<file path="src/nps_pkg.sv">
package nps_pkg;

   // Number format and derived widths
   localparam int COORD_FRAC_BITS = 8;
   localparam int COORD_W   = 24;   // signed coordinate
   localparam int DIFF_W    = 25;   // difference of two coordinates
   localparam int CLEAR_W   = 25;   // clearance result
   localparam int DIST_W    = 50;   // stored squared distance, n.n, dot
   localparam int SUM_W     = 52;   // sum of three squares
   localparam int PROD_W    = 74;   // |n| * dot
   localparam int ACC_W     = 76;   // signed main accumulator
   localparam int MUL_STEPS = 24;   // multiplier bits, one per cycle
   localparam int QUO_W     = 24;   // quotient bits, one per cycle
   localparam int ROOT_STEPS = 25;  // root bits, one per cycle
   localparam int REM_W     = 28;   // square root remainder
   localparam int CNT_W     = 5;    // step counter width

   localparam logic [63:0] DIST_CAP = 64'h3FFFFFFFFFFFF;

   // No-hit limit: 1e10 square units, scaled and saturated to the state width
   function automatic logic [DIST_W-1:0] hit_limit();
      logic [63:0] v;
      v = 64'd10000000000;
      for (int i = 0; i < 2 * COORD_FRAC_BITS; i++) begin
         v = (v > (DIST_CAP >> 1)) ? DIST_CAP : (v << 1);
      end
      if (v > DIST_CAP) begin
         v = DIST_CAP;
      end
      return v[DIST_W-1:0];
   endfunction

   localparam logic [DIST_W-1:0]  HIT_LIMIT    = hit_limit();
   localparam logic [CLEAR_W-1:0] NO_HIT_CLEAR = CLEAR_W'(64'd100000 << COORD_FRAC_BITS);

   typedef struct packed {
      logic signed [COORD_W-1:0] query_x;
      logic signed [COORD_W-1:0] query_y;
      logic signed [COORD_W-1:0] query_z;
      logic signed [COORD_W-1:0] seg_start_x;
      logic signed [COORD_W-1:0] seg_start_y;
      logic signed [COORD_W-1:0] seg_start_z;
      logic signed [COORD_W-1:0] seg_end_x;
      logic signed [COORD_W-1:0] seg_end_y;
      logic signed [COORD_W-1:0] seg_end_z;
      logic                      last_segment;
   } req_payload_type;

   typedef struct packed {
      logic [CLEAR_W-1:0]        clearance;
      logic signed [COORD_W-1:0] nearest_x;
      logic signed [COORD_W-1:0] nearest_y;
      logic signed [COORD_W-1:0] nearest_z;
      logic                      found;
   } rsp_payload_type;

   // Command to the serial multiply-accumulate unit
   typedef struct packed {
      logic start;
      logic clear;
      logic neg;
   } mac_cmd_type;

endpackage

</file>
<file path="src/nps_req_if.sv">
interface nps_req_if;
   logic                     valid;
   logic                     ready;
   nps_pkg::req_payload_type payload;

   modport source (output valid, output payload, input ready);
   modport sink (input valid, input payload, output ready);
endinterface

</file>
<file path="src/nps_rsp_if.sv">
interface nps_rsp_if;
   logic                     valid;
   logic                     ready;
   nps_pkg::rsp_payload_type payload;

   modport source (output valid, output payload, input ready);
   modport sink (input valid, input payload, output ready);
endinterface

</file>
<file path="src/nps_mac.sv">
// Bit-serial multiply-accumulate, two lanes sharing one multiplier shift register
module nps_mac (
   input  logic                               clock,
   input  logic                               reset,
   input  nps_pkg::mac_cmd_type               cmd,
   input  logic signed [nps_pkg::ACC_W-1:0]   mcand0,
   input  logic [nps_pkg::MUL_STEPS-1:0]      mcand1,
   input  logic [nps_pkg::MUL_STEPS-1:0]      mplier,
   output logic                               busy,
   output logic                               done,
   output logic signed [nps_pkg::ACC_W-1:0]   acc0,
   output logic [nps_pkg::SUM_W-1:0]          acc1
);

   localparam logic [nps_pkg::CNT_W-1:0] STEP_LAST = nps_pkg::CNT_W'(nps_pkg::MUL_STEPS - 1);

   logic signed [nps_pkg::ACC_W-1:0] a0_ff, a0_in, acc0_ff, acc0_in;
   logic [nps_pkg::SUM_W-1:0]        a1_ff, a1_in, acc1_ff, acc1_in;
   logic [nps_pkg::MUL_STEPS-1:0]    b_ff, b_in;
   logic [nps_pkg::CNT_W-1:0]        cnt_ff, cnt_in;
   logic                             busy_ff, busy_in, neg_ff, neg_in;

   // next state: load on start, then one multiplier bit per cycle
   always_comb begin
      a0_in   = a0_ff;
      a1_in   = a1_ff;
      acc0_in = acc0_ff;
      acc1_in = acc1_ff;
      b_in    = b_ff;
      cnt_in  = cnt_ff;
      busy_in = busy_ff;
      neg_in  = neg_ff;
      if (cmd.start) begin
         a0_in   = mcand0;
         a1_in   = nps_pkg::SUM_W'(mcand1);
         b_in    = mplier;
         cnt_in  = '0;
         busy_in = 1'b1;
         neg_in  = cmd.neg;
         if (cmd.clear) begin
            acc0_in = '0;
            acc1_in = '0;
         end
      end else if (busy_ff) begin
         if (b_ff[0]) begin
            acc0_in = neg_ff ? (acc0_ff - a0_ff) : (acc0_ff + a0_ff);
            acc1_in = acc1_ff + a1_ff;
         end
         a0_in  = a0_ff <<< 1;
         a1_in  = a1_ff << 1;
         b_in   = b_ff >> 1;
         cnt_in = cnt_ff + 1'b1;
         if (cnt_ff == STEP_LAST) begin
            busy_in = 1'b0;
         end
      end
   end

   always_ff @(posedge clock) begin
      if (reset) begin
         busy_ff <= 1'b0;
         cnt_ff  <= '0;
      end else begin
         busy_ff <= busy_in;
         cnt_ff  <= cnt_in;
      end
      a0_ff   <= a0_in;
      a1_ff   <= a1_in;
      acc0_ff <= acc0_in;
      acc1_ff <= acc1_in;
      b_ff    <= b_in;
      neg_ff  <= neg_in;
   end

   assign busy = busy_ff;
   assign done = busy_ff && (cnt_ff == STEP_LAST);
   assign acc0 = acc0_ff;
   assign acc1 = acc1_ff;

endmodule

</file>
<file path="src/nps_div.sv">
// Restoring divider, one quotient bit per cycle; quotient must fit QUO_W bits
// and is presented together with done
module nps_div (
   input  logic                            clock,
   input  logic                            reset,
   input  logic                            start,
   input  logic [nps_pkg::PROD_W-1:0]      dividend,
   input  logic [nps_pkg::DIST_W-1:0]      divisor,
   output logic                            done,
   output logic [nps_pkg::QUO_W-1:0]       quotient
);

   localparam logic [nps_pkg::CNT_W-1:0] STEP_LAST = nps_pkg::CNT_W'(nps_pkg::QUO_W - 1);

   logic [nps_pkg::DIST_W-1:0] rem_ff, rem_in, dvs_ff, dvs_in;
   logic [nps_pkg::QUO_W-1:0]  low_ff, low_in;
   logic [nps_pkg::CNT_W-1:0]  cnt_ff, cnt_in;
   logic                       busy_ff, busy_in;
   logic [nps_pkg::DIST_W:0]   trial, diff;
   logic                       fits;

   // trial subtract of the divisor from the shifted remainder
   assign trial = {rem_ff, low_ff[nps_pkg::QUO_W-1]};
   assign fits  = trial >= {1'b0, dvs_ff};
   assign diff  = trial - {1'b0, dvs_ff};

   // low bits of the dividend shift out as quotient bits shift in
   always_comb begin
      rem_in  = rem_ff;
      dvs_in  = dvs_ff;
      low_in  = low_ff;
      cnt_in  = cnt_ff;
      busy_in = busy_ff;
      if (start) begin
         rem_in  = dividend[nps_pkg::PROD_W-1 -: nps_pkg::DIST_W];
         low_in  = dividend[nps_pkg::QUO_W-1:0];
         dvs_in  = divisor;
         cnt_in  = '0;
         busy_in = 1'b1;
      end else if (busy_ff) begin
         rem_in = fits ? diff[nps_pkg::DIST_W-1:0] : trial[nps_pkg::DIST_W-1:0];
         low_in = {low_ff[nps_pkg::QUO_W-2:0], fits};
         cnt_in = cnt_ff + 1'b1;
         if (cnt_ff == STEP_LAST) begin
            busy_in = 1'b0;
         end
      end
   end

   always_ff @(posedge clock) begin
      if (reset) begin
         busy_ff <= 1'b0;
         cnt_ff  <= '0;
      end else begin
         busy_ff <= busy_in;
         cnt_ff  <= cnt_in;
      end
      rem_ff <= rem_in;
      dvs_ff <= dvs_in;
      low_ff <= low_in;
   end

   // last quotient bit joins in the done cycle
   assign done     = busy_ff && (cnt_ff == STEP_LAST);
   assign quotient = {low_ff[nps_pkg::QUO_W-2:0], fits};

endmodule

</file>
<file path="src/nps_isqrt.sv">
// Floor square root, two radicand bits in and one root bit out per cycle
module nps_isqrt (
   input  logic                            clock,
   input  logic                            reset,
   input  logic                            start,
   input  logic [nps_pkg::DIST_W-1:0]      radicand,
   output logic                            done,
   output logic [nps_pkg::CLEAR_W-1:0]     root
);

   localparam logic [nps_pkg::CNT_W-1:0] STEP_LAST =
      nps_pkg::CNT_W'(nps_pkg::ROOT_STEPS - 1);

   logic [nps_pkg::DIST_W-1:0]  rad_ff, rad_in;
   logic [nps_pkg::REM_W-1:0]   rem_ff, rem_in;
   logic [nps_pkg::CLEAR_W-1:0] root_ff, root_in;
   logic [nps_pkg::CNT_W-1:0]   cnt_ff, cnt_in;
   logic                        busy_ff, busy_in;
   logic [nps_pkg::REM_W+1:0]   shifted, trial, diff;
   logic                        fits;

   // compare remainder against 4*root + 1
   assign shifted = {rem_ff, rad_ff[nps_pkg::DIST_W-1 -: 2]};
   assign trial   = (nps_pkg::REM_W+2)'({root_ff, 2'b01});
   assign fits    = shifted >= trial;
   assign diff    = shifted - trial;

   always_comb begin
      rad_in  = rad_ff;
      rem_in  = rem_ff;
      root_in = root_ff;
      cnt_in  = cnt_ff;
      busy_in = busy_ff;
      if (start) begin
         rad_in  = radicand;
         rem_in  = '0;
         root_in = '0;
         cnt_in  = '0;
         busy_in = 1'b1;
      end else if (busy_ff) begin
         rad_in  = rad_ff << 2;
         rem_in  = fits ? diff[nps_pkg::REM_W-1:0] : shifted[nps_pkg::REM_W-1:0];
         root_in = {root_ff[nps_pkg::CLEAR_W-2:0], fits};
         cnt_in  = cnt_ff + 1'b1;
         if (cnt_ff == STEP_LAST) begin
            busy_in = 1'b0;
         end
      end
   end

   always_ff @(posedge clock) begin
      if (reset) begin
         busy_ff <= 1'b0;
         cnt_ff  <= '0;
      end else begin
         busy_ff <= busy_in;
         cnt_ff  <= cnt_in;
      end
      rad_ff  <= rad_in;
      rem_ff  <= rem_in;
      root_ff <= root_in;
   end

   assign done = busy_ff && (cnt_ff == STEP_LAST);
   assign root = root_ff;

endmodule

</file>
<file path="src/nearest_point_on_segment_set.sv">
//  Channel   Dir  Handshake      Payload
//  req_ch    in   valid/ready    query, segment start and end, last_segment
//  rsp_ch    out  valid/ready    clearance, nearest point, found
//
//  One segment at a time. Projection: one pass per axis on the bit-serial MAC
//  for dot and n.n together; interior case adds a multiply and a divide per
//  axis. Distance: one MAC pass per axis. An end that is nearest skips the
//  multiply and divide; the last segment of a run adds the bit-serial square
//  root, when a hit was recorded, and the load of the output register.
//  Synchronous active-high reset; best distance returns to the no-hit limit.
//  A finished result waits in the output register; the next segment is taken
//  meanwhile and only the final transfer of a run waits for that register.
module nearest_point_on_segment_set (
   input  logic       clock,
   input  logic       reset,
   nps_req_if.sink    req_ch,
   nps_rsp_if.source  rsp_ch
);

   typedef enum logic [13:0] {
      S_IDLE      = 14'b00000000000001,
      S_DOT_GO    = 14'b00000000000010,
      S_DOT_WAIT  = 14'b00000000000100,
      S_CLASS     = 14'b00000000001000,
      S_PROD_GO   = 14'b00000000010000,
      S_PROD_WAIT = 14'b00000000100000,
      S_DIV_GO    = 14'b00000001000000,
      S_DIV_WAIT  = 14'b00000010000000,
      S_DIST_GO   = 14'b00000100000000,
      S_DIST_WAIT = 14'b00001000000000,
      S_UPDATE    = 14'b00010000000000,
      S_SQRT_GO   = 14'b00100000000000,
      S_SQRT_WAIT = 14'b01000000000000,
      S_EMIT      = 14'b10000000000000
   } state_type;

   localparam logic [1:0] AXIS_LAST = 2'd2;

   state_type state_ff, state_in;
   logic [1:0] axis_ff, axis_in;

   logic signed [nps_pkg::COORD_W-1:0] p_ff [3], p_in [3];
   logic signed [nps_pkg::COORD_W-1:0] s_ff [3], s_in [3];
   logic signed [nps_pkg::COORD_W-1:0] e_ff [3], e_in [3];
   logic signed [nps_pkg::COORD_W-1:0] c_ff [3], c_in [3];
   logic signed [nps_pkg::COORD_W-1:0] bp_ff [3], bp_in [3];
   logic                               last_ff, last_in;
   logic [nps_pkg::DIST_W-1:0]         dot_ff, dot_in, nn_ff, nn_in;
   logic [nps_pkg::DIST_W-1:0]         best_ff, best_in;
   logic                               any_ff, any_in;
   logic                               rsp_valid_ff, rsp_valid_in;
   nps_pkg::rsp_payload_type           rsp_payload_ff, rsp_payload_in;

   // serial units
   nps_pkg::mac_cmd_type               mac_cmd;
   logic signed [nps_pkg::ACC_W-1:0]   mac_mcand0, mac_acc0;
   logic [nps_pkg::MUL_STEPS-1:0]      mac_mcand1, mac_mplier;
   logic [nps_pkg::SUM_W-1:0]          mac_acc1;
   logic                               mac_busy, mac_done;
   logic                               div_start, div_done;
   logic [nps_pkg::QUO_W-1:0]          div_quo;
   logic                               sqrt_start, sqrt_done;
   logic [nps_pkg::CLEAR_W-1:0]        sqrt_root;

   // per-axis operands
   logic signed [nps_pkg::COORD_W-1:0] ax_p, ax_s, ax_e, ax_c;
   logic signed [nps_pkg::DIFF_W-1:0]  ax_n, ax_q, ax_d, ax_off, ax_csum;
   logic [nps_pkg::DIFF_W-1:0]         ax_nabs, ax_dabs;
   logic [nps_pkg::MUL_STEPS-1:0]      ax_nmag, ax_dmag;
   logic                               dot_le0, dot_ge_nn, hit, req_xfer;
   logic [nps_pkg::SUM_W-1:0]          dist_sum;

   assign ax_p = p_ff[axis_ff];
   assign ax_s = s_ff[axis_ff];
   assign ax_e = e_ff[axis_ff];
   assign ax_c = c_ff[axis_ff];

   assign ax_n    = {ax_e[nps_pkg::COORD_W-1], ax_e} - {ax_s[nps_pkg::COORD_W-1], ax_s};
   assign ax_q    = {ax_p[nps_pkg::COORD_W-1], ax_p} - {ax_s[nps_pkg::COORD_W-1], ax_s};
   assign ax_d    = {ax_c[nps_pkg::COORD_W-1], ax_c} - {ax_p[nps_pkg::COORD_W-1], ax_p};
   assign ax_nabs = ax_n[nps_pkg::DIFF_W-1] ? -ax_n : ax_n;
   assign ax_dabs = ax_d[nps_pkg::DIFF_W-1] ? -ax_d : ax_d;
   assign ax_nmag = ax_nabs[nps_pkg::MUL_STEPS-1:0];
   assign ax_dmag = ax_dabs[nps_pkg::MUL_STEPS-1:0];

   // interior point: start plus signed truncated offset
   assign ax_off  = ax_n[nps_pkg::DIFF_W-1] ? -$signed({1'b0, div_quo}) : $signed({1'b0, div_quo});
   assign ax_csum = {ax_s[nps_pkg::COORD_W-1], ax_s} + ax_off;

   // projection classification
   assign dot_le0   = mac_acc0[nps_pkg::ACC_W-1] || (mac_acc0 == '0);
   assign dot_ge_nn = mac_acc0[nps_pkg::ACC_W-2:0] >= (nps_pkg::ACC_W-1)'(mac_acc1);

   assign dist_sum = mac_acc0[nps_pkg::SUM_W-1:0];
   assign hit      = dist_sum < nps_pkg::SUM_W'(best_ff);
   assign req_xfer = req_ch.valid && req_ch.ready;

   // unit commands
   always_comb begin
      mac_cmd    = '0;
      mac_mcand0 = nps_pkg::ACC_W'(ax_q);
      mac_mcand1 = ax_nmag;
      mac_mplier = ax_nmag;
      if (state_ff == S_DOT_GO) begin
         mac_cmd.start = 1'b1;
         mac_cmd.clear = (axis_ff == '0);
         mac_cmd.neg   = ax_n[nps_pkg::DIFF_W-1];
      end else if (state_ff == S_PROD_GO) begin
         mac_cmd.start = 1'b1;
         mac_cmd.clear = 1'b1;
         mac_mcand0    = $signed(nps_pkg::ACC_W'(dot_ff));
      end else if (state_ff == S_DIST_GO) begin
         mac_cmd.start = 1'b1;
         mac_cmd.clear = (axis_ff == '0);
         mac_mcand0    = $signed(nps_pkg::ACC_W'(ax_dmag));
         mac_mplier    = ax_dmag;
      end
   end

   assign div_start  = (state_ff == S_DIV_GO);
   assign sqrt_start = (state_ff == S_SQRT_GO);

   // sequencer
   always_comb begin
      state_in       = state_ff;
      axis_in        = axis_ff;
      p_in           = p_ff;
      s_in           = s_ff;
      e_in           = e_ff;
      c_in           = c_ff;
      bp_in          = bp_ff;
      last_in        = last_ff;
      dot_in         = dot_ff;
      nn_in          = nn_ff;
      best_in        = best_ff;
      any_in         = any_ff;
      rsp_valid_in   = rsp_valid_ff && !rsp_ch.ready;
      rsp_payload_in = rsp_payload_ff;
      unique case (state_ff)
         S_IDLE: begin
            if (req_xfer) begin
               p_in[0] = req_ch.payload.query_x;
               p_in[1] = req_ch.payload.query_y;
               p_in[2] = req_ch.payload.query_z;
               s_in[0] = req_ch.payload.seg_start_x;
               s_in[1] = req_ch.payload.seg_start_y;
               s_in[2] = req_ch.payload.seg_start_z;
               e_in[0] = req_ch.payload.seg_end_x;
               e_in[1] = req_ch.payload.seg_end_y;
               e_in[2] = req_ch.payload.seg_end_z;
               last_in = req_ch.payload.last_segment;
               axis_in = '0;
               state_in = S_DOT_GO;
            end
         end
         S_DOT_GO: state_in = S_DOT_WAIT;
         S_DOT_WAIT: begin
            if (mac_done) begin
               if (axis_ff == AXIS_LAST) begin
                  state_in = S_CLASS;
               end else begin
                  axis_in  = axis_ff + 1'b1;
                  state_in = S_DOT_GO;
               end
            end
         end
         S_CLASS: begin
            dot_in  = mac_acc0[nps_pkg::DIST_W-1:0];
            nn_in   = mac_acc1[nps_pkg::DIST_W-1:0];
            axis_in = '0;
            if (dot_le0) begin
               c_in     = s_ff;
               state_in = S_DIST_GO;
            end else if (dot_ge_nn) begin
               c_in     = e_ff;
               state_in = S_DIST_GO;
            end else begin
               state_in = S_PROD_GO;
            end
         end
         S_PROD_GO: state_in = S_PROD_WAIT;
         S_PROD_WAIT: begin
            if (mac_done) begin
               state_in = S_DIV_GO;
            end
         end
         S_DIV_GO: state_in = S_DIV_WAIT;
         S_DIV_WAIT: begin
            if (div_done) begin
               c_in[axis_ff] = ax_csum[nps_pkg::COORD_W-1:0];
               if (axis_ff == AXIS_LAST) begin
                  axis_in  = '0;
                  state_in = S_DIST_GO;
               end else begin
                  axis_in  = axis_ff + 1'b1;
                  state_in = S_PROD_GO;
               end
            end
         end
         S_DIST_GO: state_in = S_DIST_WAIT;
         S_DIST_WAIT: begin
            if (mac_done) begin
               if (axis_ff == AXIS_LAST) begin
                  state_in = S_UPDATE;
               end else begin
                  axis_in  = axis_ff + 1'b1;
                  state_in = S_DIST_GO;
               end
            end
         end
         S_UPDATE: begin
            if (hit) begin
               best_in = dist_sum[nps_pkg::DIST_W-1:0];
               bp_in   = c_ff;
               any_in  = 1'b1;
            end
            if (!last_ff) begin
               state_in = S_IDLE;
            end else if (hit || any_ff) begin
               state_in = S_SQRT_GO;
            end else begin
               state_in = S_EMIT;
            end
         end
         S_SQRT_GO: state_in = S_SQRT_WAIT;
         S_SQRT_WAIT: begin
            if (sqrt_done) begin
               state_in = S_EMIT;
            end
         end
         S_EMIT: begin
            // wait for the output register to drain, then load and clear the run
            if (!rsp_valid_ff || rsp_ch.ready) begin
               rsp_valid_in = 1'b1;
               if (any_ff) begin
                  rsp_payload_in.clearance = sqrt_root;
                  rsp_payload_in.nearest_x = bp_ff[0];
                  rsp_payload_in.nearest_y = bp_ff[1];
                  rsp_payload_in.nearest_z = bp_ff[2];
                  rsp_payload_in.found     = 1'b1;
               end else begin
                  rsp_payload_in.clearance = nps_pkg::NO_HIT_CLEAR;
                  rsp_payload_in.nearest_x = '0;
                  rsp_payload_in.nearest_y = '0;
                  rsp_payload_in.nearest_z = '0;
                  rsp_payload_in.found     = 1'b0;
               end
               best_in  = nps_pkg::HIT_LIMIT;
               bp_in    = '{default: '0};
               any_in   = 1'b0;
               state_in = S_IDLE;
            end
         end
         default: state_in = S_IDLE;
      endcase
   end

   always_ff @(posedge clock) begin
      if (reset) begin
         state_ff     <= S_IDLE;
         axis_ff      <= '0;
         best_ff      <= nps_pkg::HIT_LIMIT;
         bp_ff        <= '{default: '0};
         any_ff       <= 1'b0;
         rsp_valid_ff <= 1'b0;
      end else begin
         state_ff     <= state_in;
         axis_ff      <= axis_in;
         best_ff      <= best_in;
         bp_ff        <= bp_in;
         any_ff       <= any_in;
         rsp_valid_ff <= rsp_valid_in;
      end
      p_ff           <= p_in;
      s_ff           <= s_in;
      e_ff           <= e_in;
      c_ff           <= c_in;
      last_ff        <= last_in;
      dot_ff         <= dot_in;
      nn_ff          <= nn_in;
      rsp_payload_ff <= rsp_payload_in;
   end

   assign req_ch.ready   = (state_ff == S_IDLE);
   assign rsp_ch.valid   = rsp_valid_ff;
   assign rsp_ch.payload = rsp_payload_ff;

   nps_mac u_mac (
      .clock  (clock),
      .reset  (reset),
      .cmd    (mac_cmd),
      .mcand0 (mac_mcand0),
      .mcand1 (mac_mcand1),
      .mplier (mac_mplier),
      .busy   (mac_busy),
      .done   (mac_done),
      .acc0   (mac_acc0),
      .acc1   (mac_acc1)
   );

   nps_div u_div (
      .clock    (clock),
      .reset    (reset),
      .start    (div_start),
      .dividend (mac_acc0[nps_pkg::PROD_W-1:0]),
      .divisor  (nn_ff),
      .done     (div_done),
      .quotient (div_quo)
   );

   nps_isqrt u_isqrt (
      .clock    (clock),
      .reset    (reset),
      .start    (sqrt_start),
      .radicand (best_ff),
      .done     (sqrt_done),
      .root     (sqrt_root)
   );

   // MAC is never left running while waiting for a segment
   a_idle_mac_quiet: assert property (@(posedge clock) disable iff (reset)
      (state_ff == S_IDLE) |-> !mac_busy)
      else $error("MAC busy while idle");

   // no hit recorded means the best distance still sits at the limit
   a_no_hit_limit: assert property (@(posedge clock) disable iff (reset)
      !any_ff |-> (best_ff == nps_pkg::HIT_LIMIT))
      else $error("best distance moved without a hit");

   // a pending no-hit result carries the fixed clearance
   a_no_hit_clear: assert property (@(posedge clock) disable iff (reset)
      (rsp_valid_ff && !rsp_payload_ff.found) |->
         (rsp_payload_ff.clearance == nps_pkg::NO_HIT_CLEAR))
      else $error("no-hit result with wrong clearance");

   // an accepted segment starts the projection next cycle
   a_accept_starts: assert property (@(posedge clock) disable iff (reset)
      req_xfer |=> (state_ff == S_DOT_GO))
      else $error("accepted segment not started");

endmodule

</file>
<file path="src/flat_wrapper.sv">
// flat-port wrapper written by rule: the top's interface ports become plain ports
module nearest_point_on_segment_set_flat 
  (clock, reset, req_ch_valid, req_ch_payload, req_ch_ready, rsp_ch_valid, rsp_ch_payload, rsp_ch_ready);
  nps_req_if req_ch_i ();
  nps_rsp_if rsp_ch_i ();
  input  logic clock;
  input  logic reset;
  input wire logic [$bits(req_ch_i.valid)-1:0] req_ch_valid;
  input wire logic [$bits(req_ch_i.payload)-1:0] req_ch_payload;
  output wire logic [$bits(req_ch_i.ready)-1:0] req_ch_ready;
  output wire logic [$bits(rsp_ch_i.valid)-1:0] rsp_ch_valid;
  output wire logic [$bits(rsp_ch_i.payload)-1:0] rsp_ch_payload;
  input wire logic [$bits(rsp_ch_i.ready)-1:0] rsp_ch_ready;
  assign req_ch_i.valid = req_ch_valid;
  assign req_ch_i.payload = req_ch_payload;
  assign req_ch_ready = req_ch_i.ready;
  assign rsp_ch_valid = rsp_ch_i.valid;
  assign rsp_ch_payload = rsp_ch_i.payload;
  assign rsp_ch_i.ready = rsp_ch_ready;
  nearest_point_on_segment_set u_core (.clock(clock), .reset(reset), .req_ch(req_ch_i), .rsp_ch(rsp_ch_i));
endmodule
</file>
<file path="config.mk">
export PLATFORM = sky130hd
export DESIGN_NAME = nearest_point_on_segment_set_flat
export DESIGN_NICKNAME = d
export VERILOG_FILES = /design/src/nps_pkg.sv /design/src/nps_req_if.sv /design/src/nps_rsp_if.sv /design/src/nps_mac.sv /design/src/nps_div.sv /design/src/nps_isqrt.sv /design/src/nearest_point_on_segment_set.sv /design/src/flat_wrapper.sv
export SDC_FILE = /design/constraint.sdc
export NUM_CORES = 2
export LEC_CHECK = 0
export BUFFER_PORTS_ARGS = -buffer_cell sky130_fd_sc_hd__buf_2
export CORE_UTILIZATION = 30
export DETAILED_ROUTE_END_ITERATION = 10
export MAX_ROUTING_LAYER = met4
export PLACE_DENSITY = 0.55
export SKIP_CTS_REPAIR_TIMING = 1
export SYNTH_ARGS = -nofsm -noshare
export SYNTH_HDL_FRONTEND = slang
export SYNTH_SLANG_ARGS = --single-unit
</file>
<file path="constraint.sdc">
create_clock -name clock -period 15 [get_ports clock]
set_clock_uncertainty 0.2 [all_clocks]
set_input_delay 3 -clock clock [delete_from_list [all_inputs] [get_ports clock]]
set_output_delay 3 -clock clock [all_outputs]
set_load 0.1 [all_outputs]
</file>
After elaboration in Yosys (flattened, before gate mapping)
Cells that the tools add are included.
{"block": "word_totals", "regBits": 1153, "latch_bits": 0, "ramBits": 0, "rom_bits": 0, "inputBits": 221, "n_memories": 0}
{"block": "classes", "add_sub_neg": 16, "multipliers": 0, "n_div": 0, "magnitude_cmp": 6, "eq_ne": 30, "shift": 0, "n_mux": 96, "n_bitwise": 1, "reduce_logical": 31}
{"operator": "$mux W76", "count": 10}
{"operator": "$mux W24", "count": 21}
{"operator": "$mux W72", "count": 5}
{"operator": "$mux W50", "count": 7}
{"operator": "$pmux W72 S2", "count": 2}
{"operator": "$mux W52", "count": 4}
{"operator": "$pmux W14 S14", "count": 1}
{"operator": "$bmux W24 S2", "count": 4}
{"operator": "$mux W14", "count": 10}
{"operator": "$pmux W50 S2", "count": 1}
{"operator": "$add A76 B76 Y76", "count": 1}
{"operator": "$logic_not A76 Y1", "count": 1}
{"operator": "$sub A76 B76 Y76", "count": 1}
{"operator": "$ge A75 B52 Y1", "count": 1}
{"operator": "$sub A24 B24 Y25", "count": 3}
{"operator": "$bwmux W72", "count": 1}
{"operator": "$neg A24 Y24", "count": 3}
{"operator": "$add A52 B52 Y52", "count": 1}
{"operator": "$lt A52 B50 Y1", "count": 1}
{"operator": "$ge A51 B50 Y1", "count": 1}
{"operator": "$sub A50 B50 Y50", "count": 1}
{"operator": "$demux W24 S2", "count": 1}
{"operator": "$ge A30 B27 Y1", "count": 1}
{"operator": "$mux W28", "count": 1}
{"operator": "44 further kinds", "count": 97}

Longest topological paths before layout
{"block": "depth", "depth_word": 11, "mapped_depth": 34}

Modules after synthesis
A second synthesis with hierarchy kept.
{"block": "hier_totals", "cells_unflattened": 6528, "hier_area_um2": 68107.8}
{"mod": "nearest_point_on_segment_set", "instances": 1, "cells_each": 3005, "area_per_inst_um2": 33253.1, "seq_area_each_um2": 17426.7}
{"mod": "nps_mac", "instances": 1, "cells_each": 2035, "area_per_inst_um2": 19884.1, "seq_area_each_um2": 8277.9}
{"mod": "nps_div", "instances": 1, "cells_each": 893, "area_per_inst_um2": 8881.0, "seq_area_each_um2": 3843.7}
{"mod": "nps_isqrt", "instances": 1, "cells_each": 595, "area_per_inst_um2": 6089.6, "seq_area_each_um2": 2682.6}

Worst setup path after synthesis
Ideal clock, no wire load.
{"block": "synth_timing", "path_type": "register -> register", "from": "register u_core.state_ff[10]", "to": "register u_core.c_ff[0] (netlist bit) (enable)", "arrival_time_ns": 11.320, "required_ns": 14.392, "path_slack_ns": 3.072, "stages_incl_launch_ff": 9, "n_path_buf": 1, "synth_period_minus_slack_ns": 11.928, "path_cell_list": "dfxtp_1 -> clkbuf_1 -> nor4_1 -> nand2_1 -> or4_1 -> nor3b_1 -> o21ai_0 -> a31oi_1 -> nor2b_1"}
{"block": "synth_via", "elab_chain_cells": 3, "elab_cells_between_ends": 6, "classes_between": "eq/ne (4); reduce/logical (2)"}
{"item": "start, declared", "line": "nearest_point_on_segment_set.sv:39", "source": "state_type state_ff, state_in;"}
{"item": "start signal, assigned", "line": "nearest_point_on_segment_set.sv:267", "source": "state_ff <= state_in;"}
{"item": "$eq A14 B4 Y1 or $eq A14 B8 Y1 (tied branches)", "line": "nearest_point_on_segment_set.sv:139", "source": "unique case (state_ff)"}
{"item": "$ne A3 B1 Y1 (no line), or another cell as far along"}
{"item": "$reduce_and A3 Y1 (no line) *"}
{"item": "end signal, assigned", "line": "nearest_point_on_segment_set.sv:277", "source": "c_ff <= c_in;"}
{"item": "end, declared", "line": "nearest_point_on_segment_set.sv:45", "source": "logic signed [nps_pkg::COORD_W-1:0] c_ff [3], c_in [3];"}
Mark *: on every way between the ends. The rest lies on a longest branch, timed or not.
A chain may end at the register's enable or synchronous reset.

==> impl_metrics.env <==
export IMPL_status="complete, no violations"
export IMPL_drtPass1Iterations=6
export IMPL_drc=0
export IMPL_placed_cells=9778
export IMPL_wire_per_inst_um=21.7
export IMPL_design_core_area_um2=223000
export IMPL_multiInputGateArea_um2=32800
export IMPL_clock_root_buffer="clkbuf_16"
export IMPL_detail_route_antenna_nets=0
export IMPL_yosysTopAreaCell="edfxtp_1"
export IMPL_postSynthCellCount=6725
export IMPL_dp_slack_ps=6410
export IMPL_cts_htree_levels=4
export IMPL_num_rows=173
export IMPL_holdWs_ps=210
export IMPL_crit_type="flip-flop to flip-flop"
export IMPL_seqCellArea_um2=32200
export IMPL_critPathMaxFanout=45
export IMPL_ys_top_cells_by_area="edfxtp_1 (41%), ha_1 (7.6%), dfxtp_1 (7.1%)"
export IMPL_syn2layout_area_growth_pct=13.7
export IMPL_cts_buffer_depth=3
export IMPL_crit_path_start_kind="flip-flop"
export IMPL_setup_slack_ps=6370
export IMPL_die_height_um=476
export IMPL_ys_flop_type="edfxtp_1"
export IMPL_maxSlewViolCount=0
export IMPL_gr_usage_all_layers=0.194
export IMPL_setup_tns_ps=0
export IMPL_dieArea_um2=227000
export IMPL_crit_path_max_incr_delay_ps=730
export IMPL_nets=7579
export IMPL_instances_no_fill=10029
export IMPL_fin_crit_sh=0.575
export IMPL_drv_cap=0
export IMPL_grt_first_pass_wirelength_um=322000
export IMPL_vias=51921
export IMPL_dpl_hpwl_um=164000
export IMPL_grt_pass1_vias=50072
export IMPL_synth_edf_count=914
export IMPL_drive_gt1_frac=0.102
export IMPL_crit_path_top_delay_cell="buf_4"
export IMPL_hp_class="flip-flop to flip-flop"
export IMPL_grt_max_degree=174
export IMPL_end_kind="flip-flop"
export IMPL_fp_dieW_um=476
export IMPL_yosys_top_cells_count="edfxtp_1 (914), nor2_1 (753), a21oi_1 (556)"
export IMPL_clock_latency_ps=820
export IMPL_p_per_area_nw_per_um2=217
export IMPL_ir_drop_uv=215
export IMPL_numCtsBuffers=134
export IMPL_netlist_area_leader_share=0.407
export IMPL_yosysSeqAreaShare=0.478
export IMPL_cellLeakagePower_nw=30.1
export IMPL_io_pins=321
export IMPL_synthDistinctLibCells=116
export IMPL_rsz0062_at_grt="no"
export IMPL_synth_most_common_cell="edfxtp_1"
export IMPL_synth_avg_cell_area_um2=10.0
export IMPL_setup_viol=0
export IMPL_relSlewSlack=0.0488
export IMPL_port_buffer_count=320
export IMPL_placed_area_um2=72200
export IMPL_cts_tree="done"
export IMPL_yosys_warnings=0
export IMPL_path_clk_slew_ps=60
export IMPL_fill_cells=22439
export IMPL_post_route_min_period_ps=8630
export IMPL_worstMarginPinSlew_ps=1410
export IMPL_ys_ff_latch=1153
export IMPL_cts_sinks=1153
export IMPL_synth_async_sr_flop_share=0
export IMPL_antenna_found_initial=9
export IMPL_drt_iter0_drc=4691
export IMPL_via_per_inst=5.18
export IMPL_fmax_mhz=116
export IMPL_crit_required_ps=15380
export IMPL_drt_total_wl_um=218000
export IMPL_gp_congestion=1.00
export IMPL_grt_ovfl_total=0
export IMPL_initial_core_util=0.303
export IMPL_hold_viol=0
export IMPL_synth_nets=7365
export IMPL_cp_arrival_ps=9000
export IMPL_final_area_um2=76700
export IMPL_netlist_area_um2=67400
==> sequential cells by signal (all words and copies together) (netlist names), 25 cells and up <==
register and cells:
u_core.u_mac.acc0 76, u_core.rsp_ch.payload 98, u_core.bp_ff 72, u_core.c_ff 72
u_core.u_mac.a1_ff 52, u_core.u_isqrt.rem_ff 28, u_core.u_div.dvs_ff 50, u_core.u_isqrt.rad_ff 50
u_core.best_ff 50, u_core.s_ff 72, u_core.u_mac.a0_ff 76, u_core.u_isqrt.root 25
u_core.u_div.rem_ff 50, u_core.dot_ff 50, u_core.p_ff 72, u_core.e_ff 72
u_core.u_mac.acc1 52, u_core.nn_ff 50
==> where the power goes <==
group          internal [W]  switching (W)
Sequential          0.00412       0.000464
Clock               0.00183        0.00150
Combinational       0.00299        0.00575
Total               0.00894        0.00771
==> layout make-up <==
cell class                 instances  share of cell area
tap                             2975              0.0485
multi-input combinational       4919               0.427
timing repair buffer             388              0.0280
sequential                      1153               0.421
clock inverter                    82              0.0127
inverter                         343              0.0169
antenna                            3           0.0000979
clock buffer                     166              0.0460
==> cells in the final DEF (no fill, tap or decap), drive strengths merged, types with 166 or more instances in the layout <==
cell type  instances
o21ai            383
mux2i            354
a21oi            560
dfxtp            239
inv              348
nor2             754
nand2            493
edfxtp           914
clkbuf           166
ha               412
xnor2            270
buf              388
a21o             205
==> critical path: cells and delay by family, from the launching register on <==
| family | cells | cell delay, ps |
|---|---|---|
| compound gates | 18 | 4050 |
| buf+inv | 3 | 1610 |
| simple gates | 4 | 760 |
| fa+ha+maj | 2 | 630 |
| flops | 1 | 510 |
| xor+xnor | 2 | 290 |
| mux | 1 | 270 |
==> worst paths after layout <==
| path | depth (start not counted) | from | end | slack (ps) |
|---|---|---|---|---|
| setup / recovery | 30 | u_core.axis_ff[0] | u_core.c_ff[45] | 6370 |
| hold / removal | 0 | u_core.nn_ff[32] | u_core.u_div.dvs_ff[32] | 210 |
| setup reg to reg | 30 | u_core.axis_ff[0] | u_core.c_ff[45] | 6370 |
| hold reg to reg | 0 | u_core.nn_ff[32] | u_core.u_div.dvs_ff[32] | 210 |
==> stage by stage <==
step | utilization | power, W
detailed placement | 0.324 | 0.0132
global route | 0.344 | 0.0175
CTS | 0.344 | 0.0165
finish | 0.344 | 0.0167
global placement | 0.324 | 0.0131
floorplan | - | 0.0103
==> per-layer routing <==
layer / wire [µm] / vias up / GRT usage / part of all wire
li1: - / 24750 / - / -
met5: 0 / - / - / 0
met4: 12000 / 0 / 0.0980 / 0.055
met3: 12000 / 436 / 0.0257 / 0.055
met2: 97400 / 1726 / 0.297 / 0.45
met1: 96400 / 25009 / 0.249 / 0.44
==> logic make-up after synthesis <==
kind of cell,after synthesis,synth area share
AO/OA/AOI/OAI,1650,0.152
XOR/XNOR,399,0.0519
adder cells (fa/ha/maj),419,0.0785
buffers and inverters,653,0.0381
flip-flops,1153,0.478
multiplexers,357,0.0531
AND/OR/NAND/NOR,2094,0.148
Note: power is estimated with default switching activity, not from simulation.
